<file path="config.mk">
export PLATFORM = sky130hd
export DESIGN_NAME = session_id_table
export DESIGN_NICKNAME = d
export VERILOG_FILES = /design/src/hw/rtl/sid_pkg.sv /design/src/hw/rtl/sid_ram.sv /design/src/hw/rtl/sid_match.sv /design/src/hw/rtl/session_id_table.sv
export SDC_FILE = /design/constraint.sdc
export NUM_CORES = 1
export LEC_CHECK = 0
export BUFFER_PORTS_ARGS = -buffer_cell sky130_fd_sc_hd__buf_4
export CORE_AREA = 2 2 140 142
export CTS_CLUSTER_DIAMETER = 30
export DETAILED_ROUTE_END_ITERATION = 6
export DIE_AREA = 0 0 142 144
export PLACE_DENSITY = 0.79
export SLEW_MARGIN = 5
export SYNTH_ARGS = -nofsm -noshare
export SYNTH_HDL_FRONTEND = slang
export SYNTH_SLANG_ARGS = --single-unit
</file>
<file path="constraint.sdc">
create_clock -name clk -period 4 [get_ports clk]
set_input_delay 0 -clock clk [delete_from_list [all_inputs] [get_ports clk]]
set_output_delay 0 -clock clk [all_outputs]
set_load 0.02 [all_outputs]
</file>
<file path="src/hw/rtl/sid_pkg.sv">
// session slot table package: transaction structs, command and status codes
// and the session type mapping; no dependencies
package sid_pkg;

  localparam int SESSION_SLOTS_DEF = 4;
  localparam int ID_W = 32;
  localparam int ENTRY_W = ID_W + 3;

  localparam logic [ID_W-1:0] ID_FREE   = 32'hFFFF_FFFF;
  localparam logic [ID_W-1:0] HIGH_HALF = 32'hFFFF_0000;
  localparam logic [ID_W-1:0] LOW_HALF  = 32'h0000_FFFF;
  localparam logic [15:0]     HALF_NONE = 16'hFFFF;

  localparam logic [2:0] CMD_LOOKUP    = 3'd0;
  localparam logic [2:0] CMD_ASSIGN    = 3'd1;
  localparam logic [2:0] CMD_FREE      = 3'd2;
  localparam logic [2:0] CMD_ALLOC_REQ = 3'd3;
  localparam logic [2:0] CMD_ALLOC_RSP = 3'd4;

  localparam logic [2:0] ST_OK        = 3'd0;
  localparam logic [2:0] ST_INVALID   = 3'd1;
  localparam logic [2:0] ST_NOT_FOUND = 3'd2;
  localparam logic [2:0] ST_DUPLICATE = 3'd3;
  localparam logic [2:0] ST_FULL      = 3'd4;

  localparam logic CFG_PEER_CAPS  = 1'b0;
  localparam logic CFG_LOCAL_CAPS = 1'b1;

  localparam logic [1:0] TYPE_NONE    = 2'd0;
  localparam logic [1:0] TYPE_MAC     = 2'd1;
  localparam logic [1:0] TYPE_ENC_MAC = 2'd2;
  localparam logic [1:0] TYPE_BAD     = 2'd3;

  typedef struct packed {
    logic [2:0]      command;
    logic [ID_W-1:0] sess_id;
    logic            use_psk;
  } in_t;

  typedef struct packed {
    logic [2:0]  status;
    logic [1:0]  slot_index;
    logic [15:0] half_id;
    logic        entry_use_psk;
    logic [1:0]  entry_session_type;
  } out_t;

  function automatic logic [1:0] caps_to_type(input logic [1:0] both);
    logic [1:0] t;
    case (both)
      2'b00:   t = TYPE_NONE;
      2'b11:   t = TYPE_ENC_MAC;
      2'b10:   t = TYPE_MAC;
      default: t = TYPE_BAD;
    endcase
    return t;
  endfunction

endpackage

</file>
<file path="src/hw/rtl/sid_ram.sv">
// generic single write port ram with registered read
// no dependencies
module sid_ram #(
  parameter int WIDTH = 35,
  parameter int DEPTH = 4
) (
  input  logic                                   clk,
  input  logic                                   we,
  input  logic [(DEPTH > 1 ? $clog2(DEPTH) : 1)-1:0] waddr,
  input  logic [WIDTH-1:0]                       wdata,
  input  logic [(DEPTH > 1 ? $clog2(DEPTH) : 1)-1:0] raddr,
  output logic [WIDTH-1:0]                       rdata
);

  logic [WIDTH-1:0] mem [DEPTH];

  always_ff @(posedge clk) begin
    if (we) begin
      mem[waddr] <= wdata;
    end
    rdata <= mem[raddr];
  end

endmodule

</file>
<file path="src/hw/rtl/sid_match.sv">
// shared masked identifier comparator used for every slot walk
// depends on sid_pkg
module sid_match (
  input  logic [sid_pkg::ID_W-1:0] data,
  input  logic [sid_pkg::ID_W-1:0] key,
  input  logic [sid_pkg::ID_W-1:0] mask,
  output logic                     hit
);

  assign hit = (((data ^ key) & mask) == '0);

endmodule

</file>
<file path="src/hw/rtl/session_id_table.sv">
// session slot table top level: command sequencer, slot store and config
// depends on sid_pkg, sid_ram and sid_match
//
// A command is taken when start is high and busy is low; in_data carries the
// command, session identifier and psk flag. busy stays high until the result
// is presented. Each command produces exactly one result, shown on out_data
// for one cycle with out_valid high; the receiver cannot stall it.
// Invalid identifiers and unused codes answer in the cycle after start.
// Otherwise the sequencer walks the slot ram with one masked comparator, one
// slot per cycle behind a registered read. Assign walks twice (duplicate
// check, then first free slot). A new command can be started in the cycle
// its predecessor's result is shown.
// The config channel (cfg_valid/cfg_ready, index and data) is always ready
// and writes the peer and local capability registers, used when a slot is
// assigned or freed. Reset clears state, capabilities and per slot valid
// bits; a slot never written reads as free.
module session_id_table #(
  parameter int SESSION_SLOTS = sid_pkg::SESSION_SLOTS_DEF
) (
  input  logic          clk,
  input  logic          rst_n,
  input  logic          start,
  output logic          busy,
  input  sid_pkg::in_t  in_data,
  output logic          out_valid,
  output sid_pkg::out_t out_data,
  input  logic          cfg_valid,
  output logic          cfg_ready,
  input  logic          cfg_index,
  input  logic [1:0]    cfg_data
);

  localparam int IW = (SESSION_SLOTS > 1) ? $clog2(SESSION_SLOTS) : 1;
  localparam int CW = $clog2(SESSION_SLOTS + 1);
  localparam int EW = sid_pkg::ENTRY_W;
  localparam int IDW = sid_pkg::ID_W;

  typedef enum logic {S_IDLE, S_SCAN} state_t;

  state_t             state_r, state_nxt;
  logic               out_valid_r, out_valid_nxt;
  sid_pkg::out_t      out_r, out_nxt;
  logic [1:0]         peer_caps_r, peer_caps_nxt;
  logic [1:0]         local_caps_r, local_caps_nxt;
  logic [SESSION_SLOTS-1:0] valid_r, valid_nxt;
  logic [2:0]         cmd_r, cmd_nxt;
  logic [IDW-1:0]     id_r, id_nxt;
  logic               psk_r, psk_nxt;
  logic [IDW-1:0]     key_r, key_nxt;
  logic [IDW-1:0]     mask_r, mask_nxt;
  logic               free_pass_r, free_pass_nxt;
  logic [CW-1:0]      iss_r, iss_nxt;
  logic               chk_vld_r, chk_vld_nxt;
  logic [IW-1:0]      chk_idx_r, chk_idx_nxt;

  logic               ram_we;
  logic [EW-1:0]      ram_wdata;
  logic [EW-1:0]      ram_rdata;
  logic [EW-1:0]      entry;
  logic               hit;
  logic               last;
  logic [1:0]         cur_type;
  logic [IW+1:0]      idx_ext2;
  logic [IW+15:0]     idx_ext16;

  sid_ram #(
    .WIDTH (EW),
    .DEPTH (SESSION_SLOTS)
  ) u_ram (
    .clk   (clk),
    .we    (ram_we),
    .waddr (chk_idx_r),
    .wdata (ram_wdata),
    .raddr (iss_r[IW-1:0]),
    .rdata (ram_rdata)
  );

  assign entry = valid_r[chk_idx_r] ? ram_rdata : {sid_pkg::ID_FREE, 3'b000};

  sid_match u_match (
    .data (entry[EW-1:3]),
    .key  (key_r),
    .mask (mask_r),
    .hit  (hit)
  );

  assign last      = (chk_idx_r == IW'(SESSION_SLOTS - 1));
  assign cur_type  = sid_pkg::caps_to_type(peer_caps_r & local_caps_r);
  assign idx_ext2  = {2'b00, chk_idx_r};
  assign idx_ext16 = {16'h0000, chk_idx_r};

  assign busy      = (state_r != S_IDLE);
  assign out_valid = out_valid_r;
  assign out_data  = out_r;
  assign cfg_ready = 1'b1;

  always_comb begin
    state_nxt      = state_r;
    out_valid_nxt  = 1'b0;
    out_nxt        = out_r;
    peer_caps_nxt  = peer_caps_r;
    local_caps_nxt = local_caps_r;
    valid_nxt      = valid_r;
    cmd_nxt        = cmd_r;
    id_nxt         = id_r;
    psk_nxt        = psk_r;
    key_nxt        = key_r;
    mask_nxt       = mask_r;
    free_pass_nxt  = free_pass_r;
    iss_nxt        = iss_r;
    chk_vld_nxt    = 1'b0;
    chk_idx_nxt    = chk_idx_r;
    ram_we         = 1'b0;
    ram_wdata      = {sid_pkg::ID_FREE, 1'b0, cur_type};

    if (cfg_valid) begin
      unique case (cfg_index)
        sid_pkg::CFG_PEER_CAPS:  peer_caps_nxt  = cfg_data;
        sid_pkg::CFG_LOCAL_CAPS: local_caps_nxt = cfg_data;
        default: ;
      endcase
    end

    unique case (state_r)
      S_IDLE: begin
        if (start) begin
          cmd_nxt       = in_data.command;
          id_nxt        = in_data.sess_id;
          psk_nxt       = in_data.use_psk;
          free_pass_nxt = 1'b0;
          iss_nxt       = '0;
          out_nxt       = '0;
          key_nxt       = in_data.sess_id;
          mask_nxt      = sid_pkg::ID_FREE;
          unique case (in_data.command) inside
            sid_pkg::CMD_LOOKUP, sid_pkg::CMD_ASSIGN, sid_pkg::CMD_FREE: begin
              if (in_data.sess_id == sid_pkg::ID_FREE) begin
                out_nxt.status = sid_pkg::ST_INVALID;
                out_valid_nxt  = 1'b1;
              end else begin
                state_nxt = S_SCAN;
              end
            end
            sid_pkg::CMD_ALLOC_REQ: begin
              key_nxt   = sid_pkg::ID_FREE;
              mask_nxt  = sid_pkg::HIGH_HALF;
              state_nxt = S_SCAN;
            end
            sid_pkg::CMD_ALLOC_RSP: begin
              key_nxt   = sid_pkg::ID_FREE;
              mask_nxt  = sid_pkg::LOW_HALF;
              state_nxt = S_SCAN;
            end
            default: begin
              out_nxt.status = sid_pkg::ST_INVALID;
              out_valid_nxt  = 1'b1;
            end
          endcase
        end
      end

      S_SCAN: begin
        if (iss_r != CW'(SESSION_SLOTS)) begin
          iss_nxt     = iss_r + CW'(1);
          chk_vld_nxt = 1'b1;
          chk_idx_nxt = iss_r[IW-1:0];
        end
        if (chk_vld_r && (hit || last)) begin
          state_nxt     = S_IDLE;
          out_valid_nxt = 1'b1;
          chk_vld_nxt   = 1'b0;
          out_nxt       = '0;
          unique case (cmd_r)
            sid_pkg::CMD_LOOKUP: begin
              if (hit) begin
                out_nxt.slot_index         = idx_ext2[1:0];
                out_nxt.entry_use_psk      = entry[2];
                out_nxt.entry_session_type = entry[1:0];
              end else begin
                out_nxt.status = sid_pkg::ST_NOT_FOUND;
              end
            end
            sid_pkg::CMD_FREE: begin
              if (hit) begin
                ram_we                   = 1'b1;
                valid_nxt[chk_idx_r]     = 1'b1;
                out_nxt.slot_index       = idx_ext2[1:0];
              end else begin
                out_nxt.status = sid_pkg::ST_NOT_FOUND;
              end
            end
            sid_pkg::CMD_ASSIGN: begin
              if (!free_pass_r) begin
                if (hit) begin
                  out_nxt.status = sid_pkg::ST_DUPLICATE;
                end else begin
                  // duplicate check passed, walk again for the first free slot
                  state_nxt     = S_SCAN;
                  out_valid_nxt = 1'b0;
                  out_nxt       = out_r;
                  free_pass_nxt = 1'b1;
                  key_nxt       = sid_pkg::ID_FREE;
                  iss_nxt       = '0;
                end
              end else if (hit) begin
                ram_we                     = 1'b1;
                ram_wdata                  = {id_r, psk_r, cur_type};
                valid_nxt[chk_idx_r]       = 1'b1;
                out_nxt.slot_index         = idx_ext2[1:0];
                out_nxt.entry_use_psk      = psk_r;
                out_nxt.entry_session_type = cur_type;
              end else begin
                out_nxt.status = sid_pkg::ST_FULL;
              end
            end
            default: begin
              if (hit) begin
                out_nxt.slot_index = idx_ext2[1:0];
                out_nxt.half_id    = sid_pkg::HALF_NONE - idx_ext16[15:0];
              end else begin
                out_nxt.status  = sid_pkg::ST_FULL;
                out_nxt.half_id = sid_pkg::HALF_NONE;
              end
            end
          endcase
        end
      end

      default: state_nxt = S_IDLE;
    endcase
  end

  always_ff @(posedge clk) begin
    if (!rst_n) begin
      state_r      <= S_IDLE;
      out_valid_r  <= 1'b0;
      peer_caps_r  <= '0;
      local_caps_r <= '0;
      valid_r      <= '0;
      chk_vld_r    <= 1'b0;
      iss_r        <= '0;
      free_pass_r  <= 1'b0;
    end else begin
      state_r      <= state_nxt;
      out_valid_r  <= out_valid_nxt;
      peer_caps_r  <= peer_caps_nxt;
      local_caps_r <= local_caps_nxt;
      valid_r      <= valid_nxt;
      chk_vld_r    <= chk_vld_nxt;
      iss_r        <= iss_nxt;
      free_pass_r  <= free_pass_nxt;
    end
    out_r     <= out_nxt;
    cmd_r     <= cmd_nxt;
    id_r      <= id_nxt;
    psk_r     <= psk_nxt;
    key_r     <= key_nxt;
    mask_r    <= mask_nxt;
    chk_idx_r <= chk_idx_nxt;
  end

endmodule

</file>
* Word level (Yosys, flattened, before mapping) *
Memory sizes are Yosys's and may differ from the RTL's. A register that Yosys moved wholly into a read port is not among the register bits.
Cells that the tools add are included.

word-level totals
  bits in registers = 141
  latch bits = 0
  memory bits (writable) = 140
  bits in read-only memories = 0
  bits of input ports = 43
  output and inout bits = 27
  memories kept = 1

operators by class
  add/subtract/negate cells = 2
  $mul = 0
  div/mod/pow operators = 0
  magnitude comparators = 2
  equal/unequal tests = 18
  shift-type cells = 0
  mux-type cells = 76
  bitwise gates (word level) = 7
  reduce and logical (&&, ||, !) cells = 20

memories
  memory     words  bits a word  read ports  clocked after Yosys merged registers in  wr ports  line           text
  u_ram.mem  4      35           1           1                                        1         sid_ram.sv:15  logic [WIDTH-1:0] mem [DEPTH];

operators with widths
  kind                                                                   number
  35-bit 2-to-1 mux                                                      6
  32-bit 2-to-1 mux                                                      6
  32-bit one-hot mux with 2 select lines                                 2
  24-bit 2-to-1 mux                                                      2
  24-bit one-hot mux with 2 select lines                                 1
  3-bit 2-to-1 mux                                                       11
  32-bit AND                                                             1
  32-bit equality test, second input constant                            1
  32-bit logical NOT                                                     1
  16-bit 2-to-1 mux                                                      2
  16-bit one-hot mux with 2 select lines                                 1
  32-bit XOR                                                             1
  1-bit 2-to-1 mux                                                       25
  21-bit 2-to-1 mux                                                      1
  1-bit one-hot mux with 2 select lines                                  7
  3-bit one-hot mux with 2 select lines                                  2
  5-bit one-hot mux with 2 select lines                                  1
  3-bit by 2-bit equality test with 1-bit output, second input constant  3
  4-bit 2-to-1 mux                                                       2
  2-bit != test, second input constant                                   4
  4-bit one-hot mux with 2 select lines                                  1
  2-bit AND reduction                                                    4
  2-bit equality test, second input constant                             3
  3-bit by 1-bit equality test with 1-bit output, second input constant  2
  other kinds (26)                                                       35

* Longest topological paths before layout *
Gate-level depths: netlist (run 1).

  depth after elaboration = 13
  depth in mapped cells = 12
  depth with buffers taken out = 8

* Modules after synthesis *
A second synthesis (run 1) with hierarchy kept.

unflattened totals
  cells, all modules = 621
  area, all modules = 10548.9 sq um

modules (own cells, without submodules)
  module            times used  cells an instance  area an instance (sq um)  seq. area each (sq um)
  sid_ram           1           222                5834.3                    4904.7
  session_id_table  1           346                4276.6                    2792.7
  sid_match         1           53                 437.9                     0.0

* Worst setup path after synthesis (run 1) *
Ideal clock, no wire load.

  path kind = register to register
  start point = register chk_idx_r[0]
  end point = memory u_ram.mem[1][0] (enable)
  data arrival time = 3.328 ns
  data required time = 3.604 ns
  slack = 0.276 ns
  stages on the path, launching flop included = 10
  path buffers = 2
  period minus slack after synthesis = 3.724 ns
  path through = edfxtp_1 buf_6 mux4_2 buf_2 o21ai_1 o22ai_1 or4_4 a22oi_4 and3_1 and4b_1

between the ends
  cells in the longest elaborated chain, start to end = 13
  elaborated cells between the ends (all ways) = 16
  those cells by class = eq/ne (1); mux (10); bitwise (2); reduce/logical (3)

ends and longest elaborated chain
  what                                       line                                              text
  from (decl)                                session_id_table.sv:54                            logic [IW-1:0] chk_idx_r, chk_idx_nxt;
  from (signal assigned)                     session_id_table.sv:259                           chk_idx_r <= chk_idx_nxt;
  1-bit binary-select mux with 2-bit select  session_id_table.sv:78                            assign entry = valid_r[chk_idx_r] ? ram_rdata : {sid_pkg::ID_FREE, 3'b000};
  1-bit 2-to-1 mux (implied by the code)     session_id_table.sv:78
  35-bit 2-to-1 mux                          session_id_table.sv:78
  32-bit XOR                                 sid_match.sv:10                                   assign hit = (((data ^ key) & mask) == '0);
  32-bit AND                                 sid_match.sv:10
  32-bit logical NOT                         sid_match.sv:10
  1-bit 2-to-1 mux                           session_id_table.sv:184, session_id_table.sv:205
  1-bit 2-to-1 mux                           session_id_table.sv:193                           if (!free_pass_r) begin
  1-bit one-hot mux with 2 select lines      session_id_table.sv:173                           unique case (cmd_r)
  1-bit 2-to-1 mux                           session_id_table.sv:168                           if (chk_vld_r && (hit || last)) begin
  1-bit 2-to-1 mux                           session_id_table.sv:124                           unique case (state_r)
  1-bit 2-to-1 mux                           sid_ram.sv:18                                     if (we) begin
  1-bit 2-to-1 mux (implied by the code)     sid_ram.sv:19                                     mem[waddr] <= wdata;
  to (decl)                                  sid_ram.sv:15

Several ways; a longest one is shown, not always the timed one. The select of a mux whose other input is x is not followed.

* Worst setup path in the final report (run 1) *
  start point = register chk_idx_r[0]
  end point = register out_r, in the netlist out_data[0] (enable)

between the ends
  cells in the longest elaborated chain, start to end = 10
  elaborated cells between the ends (all ways) = 12
  those cells by class = eq/ne (3); mux (3); bitwise (2); reduce/logical (4)

ends and longest elaborated chain
  what                                                line                     text
  1-bit binary-select mux with 2-bit select           session_id_table.sv:78
  1-bit 2-to-1 mux (implied by the code)              session_id_table.sv:78
  35-bit 2-to-1 mux                                   session_id_table.sv:78
  32-bit XOR                                          sid_match.sv:10
  32-bit AND                                          sid_match.sv:10
  32-bit logical NOT                                  sid_match.sv:10
  1-bit logical OR                                    session_id_table.sv:168
  1-bit logical AND                                   session_id_table.sv:168
  2-bit by 1-bit != test with 1-bit output (no line)  --
  3-bit AND reduction (no line) (*)                   --
  to (signal assigned)                                session_id_table.sv:253  out_r <= out_nxt;
  to (decl)                                           session_id_table.sv:42   sid_pkg::out_t out_r, out_nxt;

Mark *: on every way between the ends. The rest lies on a longest branch, timed or not. The select of a mux whose other input is x is not followed.
A chain may end at the register's enable or synchronous reset.

==> impl_results.md, run 1 <==
- Fmax: 0.282 GHz
- Overflow after GRT: 0
- Vias per inst: 5.74
- Detailed Place HPWL: 13.3 mm
- Layout cells sized above 1: 24.8%
- Top cell by count, worst path: buf_4
- Vias: 6322
- Endpoints failing hold: 0
- Total Routing Usage GR: 23.1%
- Height of the die: 144 um
- Detailed-route wire length per cell: 20.8 um
- Clock-pin slew on the worst setup and hold paths: 0.05 ns
- Clock Latency Late Sink: 0.54 ns
- Initial antenna violation count: 0
- Register bit total from synthesis: 273
- Max cap viols: 0
- Post-synth EDFFs: 223
- Endpoint arrival time on the critical path: 3.70 ns
- Commonest cells in the netlist: edfxtp_1 (223), nand2b_1 (68), nor2_1 (59)
- First-pass GRT wire length: 35.3 mm
- Number of H-tree levels: 2
- Relative max-transition margin: 26.5%
- Hold Path Depth: 2
- FFs w/ async S/R, synth: 0%
- Crit path launch: chk_idx_r[0]
- Post-DRT Antenna Nets: 0
- Largest net degree at the start of global routing: 39
- Slowest-stage cell, CP: or4_1
- Leakage: 5.04 nW
- Post-Synthesis Cells: 681
- Core Area: 19100 um^2
- Finish-stage setup viols: 0
- Routability cong.: 0.839
- Setup crit start kind: register
- Slew Limit Fails: 0
- Total CTS buffers: 47
- I/O pins: 70
- Simple-gate share of the synthesized area: 11.6%
- CP Cell Sequence: mux4_2, buf_4, o21ai_0, o22ai_1, or4_1, a22oi_4, buf_4, o21bai_1, nand2_1
- PD cells: 549 nW/um^2
- Post-layout min period: 3.55 ns
- Synthesized area per cell: 15.7 um^2
- Final WL: 22.9 mm
- Status: complete, no violations
- Post_cts resized: 0
- Worst-margin pin slew: 1.10 ns
- FF+latch area: 7700 um^2
- Top area cells in the synthesized netlist: edfxtp_1 (63%), dfxtp_1 (9.4%), mux4_2 (7.6%), nand2b_1 (4.0%), nor2_1 (2.1%)
- Die area: 20400 um^2
- Post-Route Skew: 0.0280 ns
- Total power: 7.40 mW
- Initial core utilization: 55.9%
- Final period util: 88.7%
- Nets: 869
- Worst VDD drop: 0.500 mV
- Post-synth cell types: 52
- CTS Sinks: 273
- Ys flop type: edfxtp_1
- Post-synthesis sequential area ratio: 72.2%
- Top-area cell type share of the netlist area: 62.8%
- Setup TNS: 0 ns
- Worst-path maximum fanout: 24
- # diodes: 0
- Fillers: 1128
- PortBufs: 68
- Compound-cell area share of the yosys netlist: 5.38%
- Yosys top cell by area: edfxtp_1
- Top-count cell post-synth: edfxtp_1
- Worst Hold Class: primary input to register
- Critical path type: register to register
- Syn nets: 726
- Vias in the first global route: 6613
- CTS Root Cell: clkbuf_16
- Hold Startpoint: in_data[0]
- Die width: 142 um
- Clock Tree Buf Depth: 3
- Mux cell area share after synthesis: 7.90%
- Slowest cell delay on critical path: 0.58 ns
- CTS tree: yes
- Multi-input gate area: 2700 um^2
- Post-route DRC: 0
- Worst reg2reg path depth: 9
- RSZ-0062 raised after global routing: false
- Crit end category: register
- Synthesized area: 10700 um^2
- Fraction of the mapped netlist area in adder cells: 0.235%
- Row count: 51
- Iter 0 DRT Violations: 475
- Reg-to-reg critical path startpoint: chk_idx_r[0]
- Synth warn: 0
- First-pass DRT Iterations: 6
- Main combinational cell family by area after synthesis: simple AND/OR/NAND/NOR gates
- Critical Path RT: 4.15 ns
- Synthesis-to-finish area growth: 26.6%
- Post-Synth XOR/XNOR Area: 0.164%
==> placed cells by master (no fill, tap or decap), drive strengths merged, types with 9 or more instances in the layout <==
cell type / n
nand2: 44
buf: 84
mux4: 36
clkinv: 15
edfxtp: 223
nand2b: 68
o211ai: 16
clkbuf: 59
dlygate4sd3: 48
o21ai: 18
nor2: 59
a21oi: 26
inv: 9
dfxtp: 50
and2: 18
==> worst paths after layout <==
path | endpoint | slack (ns)
setup / recovery | out_data[0] | 0.45
hold / removal | psk_r | 0.21
setup reg to reg | out_data[0] | 0.45
hold reg to reg | valid_r[0] | 0.47
==> worst max-delay path, delay by kind of cell, from the launching register on <==
family          cells  cell delay, ns
compound gates      4            0.63
mux                 1            0.57
flops               1            0.51
buf+inv             2            0.45
simple gates        2            0.99
==> state kept, by name, indices dropped and copies added (netlist names), 3 cells and up <==
register and cells:
out_data 11, u_ram.mem 140, cmd_r 3, valid_r 4, id_r 32, u_ram.rdata 35
iss_r 3, key_r 32
==> metrics by stage <==
stage	std cells	cell area [um^2]	util (%)	hold WS (ns)	setup slack [ns]
2_1_floorplan	681	10700	-	0.0989	0.276
3_3_place_gp	965	11400	59.8	0.190	0.560
3_5_place_dp	965	11400	59.8	0.188	0.546
4_1_cts	1101	13500	70.7	0.182	0.478
5_1_grt	1101	13500	70.7	0.205	0.291
6_report	1101	13500	70.7	0.209	0.451
==> what timing repair did <==
action                                  in CTS  in global routing
hold buffers                                48                  0
endpoints found under the setup margin       0                  0
setup buffers                                0                  0
hold endpoints to repair                    85                  0
==> kinds of logic after synthesis <==
| family | count (synthesis) |
|---|---|
| AOI/OAI and AO/OA | 88 |
| xor gates and xnor gates | 2 |
| adders and majority gates | 2 |
| buffers and inverters | 45 |
| DFF | 273 |
| muxes | 39 |
| other | 1 |
| and+or+nand+nor | 231 |
==> cell type report <==
type | count | area share [%]
multi-input combinational | 363 | 20.0
tap | 238 | 2.21
clock buffer | 59 | 9.51
sequential | 273 | 57.1
clock inverter | 29 | 2.30
timing repair buffer | 132 | 8.70
inverter | 7 | 0.195
==> where the power goes <==
part	total, mW	internal (mW)	switching [mW]
combinational	0.310	0.139	0.171
clock	3.92	2.60	1.32
sequential	3.17	3.13	0.0408
total	7.40	5.86	1.54
==> routing by layer <==
layer	global-route usage, %	wire length, um	vias to the layer above
li1	-	-	2872
met1	27.6	8680	3102
met2	41.0	12000	280
met3	4.93	1540	68
met4	9.53	743	0
met5	0	0	-
No activity file was read; power rests on OpenSTA's default activity.
==> run 2: changes to the inputs <==
--- a/config.mk
+++ b/config.mk
@@ -10,8 +10,9 @@
 export CTS_CLUSTER_DIAMETER = 30
 export DETAILED_ROUTE_END_ITERATION = 6
 export DIE_AREA = 0 0 142 144
-export PLACE_DENSITY = 0.79
+export PLACE_DENSITY = 0.78
 export SLEW_MARGIN = 5
 export SYNTH_ARGS = -nofsm -noshare
 export SYNTH_HDL_FRONTEND = slang
+export SYNTH_HIERARCHICAL = 1
 export SYNTH_SLANG_ARGS = --single-unit
==> run 2 against run 1 <==
Final cell count fell by 5.4%; clock skew rose by 0.0027 ns; critical path type unchanged; utilization fell by 1.3 points; die area did not move; hold slack got worse by 0.029 ns; synthesized area fell by 1.0%; count of clock-buffer cells in the layout fell by 5; sequential share of layout area rose by 1.1 points; design area fell by 1.8%; setup slack got worse by 0.17 ns.
==> impl_results.md, run 2 <==
- Status: complete, no violations
- Ys flop type: edfxtp_1
- Commonest non-fill, non-tap cells in the layout: edfxtp_1 (223), buf_4 (83), nand2b_1 (66), dfxtp_1 (49), dlygate4sd3_1 (48)
- Total CTS buffers: 45
- Layout cells sized above 1: 24.9%
- Worst reg2reg path depth: 13
- Reg2Reg Setup Slack: 0.28 ns
- Clock Latency Late Sink: 0.55 ns
- CTS Root Cell: clkbuf_16
- Number of H-tree levels: 2
- Iter 0 DRT Violations: 438
- Setup crit start kind: register
- Top-count cell post-synth: edfxtp_1
- Detailed-route wire length per cell: 21.0 um
- Post-synth cell types: 52
- Compound-cell area share of the yosys netlist: 2.92%
- Finished layout cell area: 13200 um^2
- Worst VDD drop: 0.464 mV
- Slew Limit Fails: 0
- Finish-stage setup viols: 0
- Syn nets: 666
- Final period util: 93.0%
- Hold path endpoint: psk_r
- CTS Sinks: 273
- Post-DRT Antenna Nets: 0
- Initial core utilization: 55.3%
- Max reg flops: 140
- Clock-pin slew on the worst setup and hold paths: 0.05 ns
- Commonest cells in the netlist: edfxtp_1 (223), nand2b_1 (66), dfxtp_1 (50)
- PortBufs: 68
- Detailed Place HPWL: 13.2 mm
- Final WL: 21.9 mm
- Crit end category: register
- CTS tree: yes
- Top-area cell type share of the netlist area: 63.5%
- Endpoint arrival time on the critical path: 3.91 ns
- Largest net degree at the start of global routing: 33
- Multi-input gate area: 2610 um^2
- PD cells: 538 nW/um^2
- Register bit total from synthesis: 273
- Slowest-stage cell, CP: mux4_2
- Clock Tree Buf Depth: 3
- Worst-path maximum fanout: 18
- CP Cell Sequence: mux4_2, buf_12, nand2b_1, xor2_1, a22oi_1, nand4_1, nor4_4, a21oi_1, nor2_2, nand4b_1, inv_1, and3b_1, buf_4
- Overflow after GRT: 0
- Die area: 20400 um^2
- Endpoints failing hold: 0
- Synthesized area: 10500 um^2
- # diodes: 0
- Post-synthesis sequential area ratio: 73.0%
- Post-route DRC: 0
- Leakage: 4.87 nW
- FFs w/ async S/R, synth: 0%
- Relative max-transition margin: 16.6%
- Biggest registers after layout: u_ram/mem (140), u_ram/rdata (35)
- Synthesized area per cell: 17.0 um^2
- Nets: 811
- Worst-margin pin slew: 1.25 ns
- Critical Path RT: 4.19 ns
- Post-synth EDFFs: 223
- Fillers: 1176
- Vias per inst: 5.60
- Synthesis-to-finish area growth: 25.5%
- Routability cong.: 0.848
- Top area cells in the synthesized netlist: edfxtp_1 (63%), dfxtp_1 (9.5%), mux4_2 (6.6%), nand2b_1 (3.9%), xor2_1 (2.7%)
- Yosys top cell by area: edfxtp_1
- RSZ-0062 raised after global routing: false
- Initial antenna violation count: 0
- Hold Path Depth: 2
- Total power: 7.12 mW
- Height of the die: 144 um
- Critical path type: register to register
- Main combinational cell family by area after synthesis: simple AND/OR/NAND/NOR gates
- Row count: 51
- Synth warn: 6
- Most common cell after layout, fill and taps aside: edfxtp_1
- Mux cell area share after synthesis: 8.15%
- Worst Hold Class: primary input to register
- Fmax: 0.269 GHz
- Hold Startpoint: in_data[0]
- FF+latch area: 7700 um^2
- Most flop-heavy register: u_ram/mem
- Fraction of the mapped netlist area in adder cells: 0.237%
- Post-Synth XOR/XNOR Area: 2.74%
- I/O pins: 70
- Reg2reg end: u_ram/mem[1][26]
- Post-Synthesis Cells: 621
- Max cap viols: 0
- Vias in the first global route: 6287
- Vias: 5834
- Total Routing Usage GR: 22.2%
- Post-Route Skew: 0.0307 ns
- First-pass GRT wire length: 34.0 mm
- Slowest cell delay on critical path: 0.56 ns
- Post-layout min period: 3.72 ns
- Core Area: 19100 um^2
- Reg-to-reg critical path startpoint: chk_idx_r[0]
- First-pass DRT Iterations: 6
- Die width: 142 um
- Placement-stage cell area: 11200 um^2
- Simple-gate share of the synthesized area: 10.2%
run 2: changes by cell type after synthesis, sizes merged, moves of 8 or more:
cell,before,now
a21oi,26,10
a22oi,4,19
and2,18,2
nand2,44,23
nor2,59,16
o211ai,16,1
o21ai,18,7
o22ai,8,0
or2,2,32
xor2,0,32
run 2: timing repair:
action,in CTS,in global routing
buffers inserted,0,2
setup endpoints to repair,78,140
endpoints found under the hold margin,84,0
cloned,1,0
gates resized for setup,1,2
hold buffers,48,0
run 2: worst max path at each step:
| stage | slack [ns] | endpoint | from | cells after the start |
|---|---|---|---|---|
| after floorplan | -0.06 | u_ram/mem[0][0] | chk_idx_r[0] | 13 |
| after CTS | 0.03 | u_ram/mem[0][24] | chk_idx_r[0] | 12 |
| after detailed placement | -0.02 | u_ram/mem[0][24] | chk_idx_r[0] | 12 |
| final | 0.28 | u_ram/mem[1][26] | chk_idx_r[0] | 13 |
| after global routing | 0.07 | u_ram/mem[0][8] | chk_idx_r[0] | 13 |
| after global placement | 0.20 | u_ram/mem[0][31] | chk_idx_r[0] | 12 |
run 2: cell families after synthesis:
kind of cell	Yosys count
xor+xnor	33
other cells	1
simple gates	182
compound gates	46
flops	273
mux	39
fa+ha+maj	2
buf+inv	45
run 2: metal layers:
layer / up-vias / GRT usage (%) / share of wire [%]
met5: - / 0 / 0
met4: 0 / 8.63 / 2.8
met3: 46 / 3.81 / 6.2
met2: 222 / 38.9 / 52
met1: 2917 / 28.0 / 39
li1: 2649 / - / -
run 2: metrics by stage:
stage | util [%] | setup TNS (ns) | worst slack, ns | cells | hold WS, ns
finish | 69.4 | 0 | 0.281 | 1041 | 0.179
global route | 69.4 | 0 | 0.0665 | 1041 | 0.178
CTS | 69.2 | 0 | 0.0330 | 1039 | 0.161
detailed placement | 58.9 | -0.351 | -0.0216 | 906 | 0.179
global placement | 58.9 | 0 | 0.201 | 906 | 0.179
floorplan | - | -2.23 | -0.0637 | 621 | 0.0989
run 2: worst max-delay path, delay by kind of cell (launching register included):
family | cells | cell delay [ns]
flip-flops | 1 | 0.45
multiplexers | 1 | 0.56
XOR/XNOR | 1 | 0.07
AND/OR/NAND/NOR | 6 | 1.30
buffers and inverters | 3 | 0.66
AO/OA/AOI/OAI | 2 | 0.32
run 2: area by class of cell:
type                       count  area share, %
sequential                   273           58.1
multi-input combinational    304           19.7
clock buffer                  54           8.99
timing repair buffer         134           8.72
tap                          238           2.25
clock inverter                30           1.98
inverter                       8          0.227
run 2: report_power, final:
| group | total, mW | switching (mW) | internal (mW) | leakage, nW |
|---|---|---|---|---|
| clock network | 3.56 | 1.38 | 2.18 | 0.688 |
| logic | 0.353 | 0.192 | 0.161 | 1.39 |
| registers | 3.21 | 0.0539 | 3.15 | 2.80 |
| total | 7.12 | 1.63 | 5.50 | 4.87 |
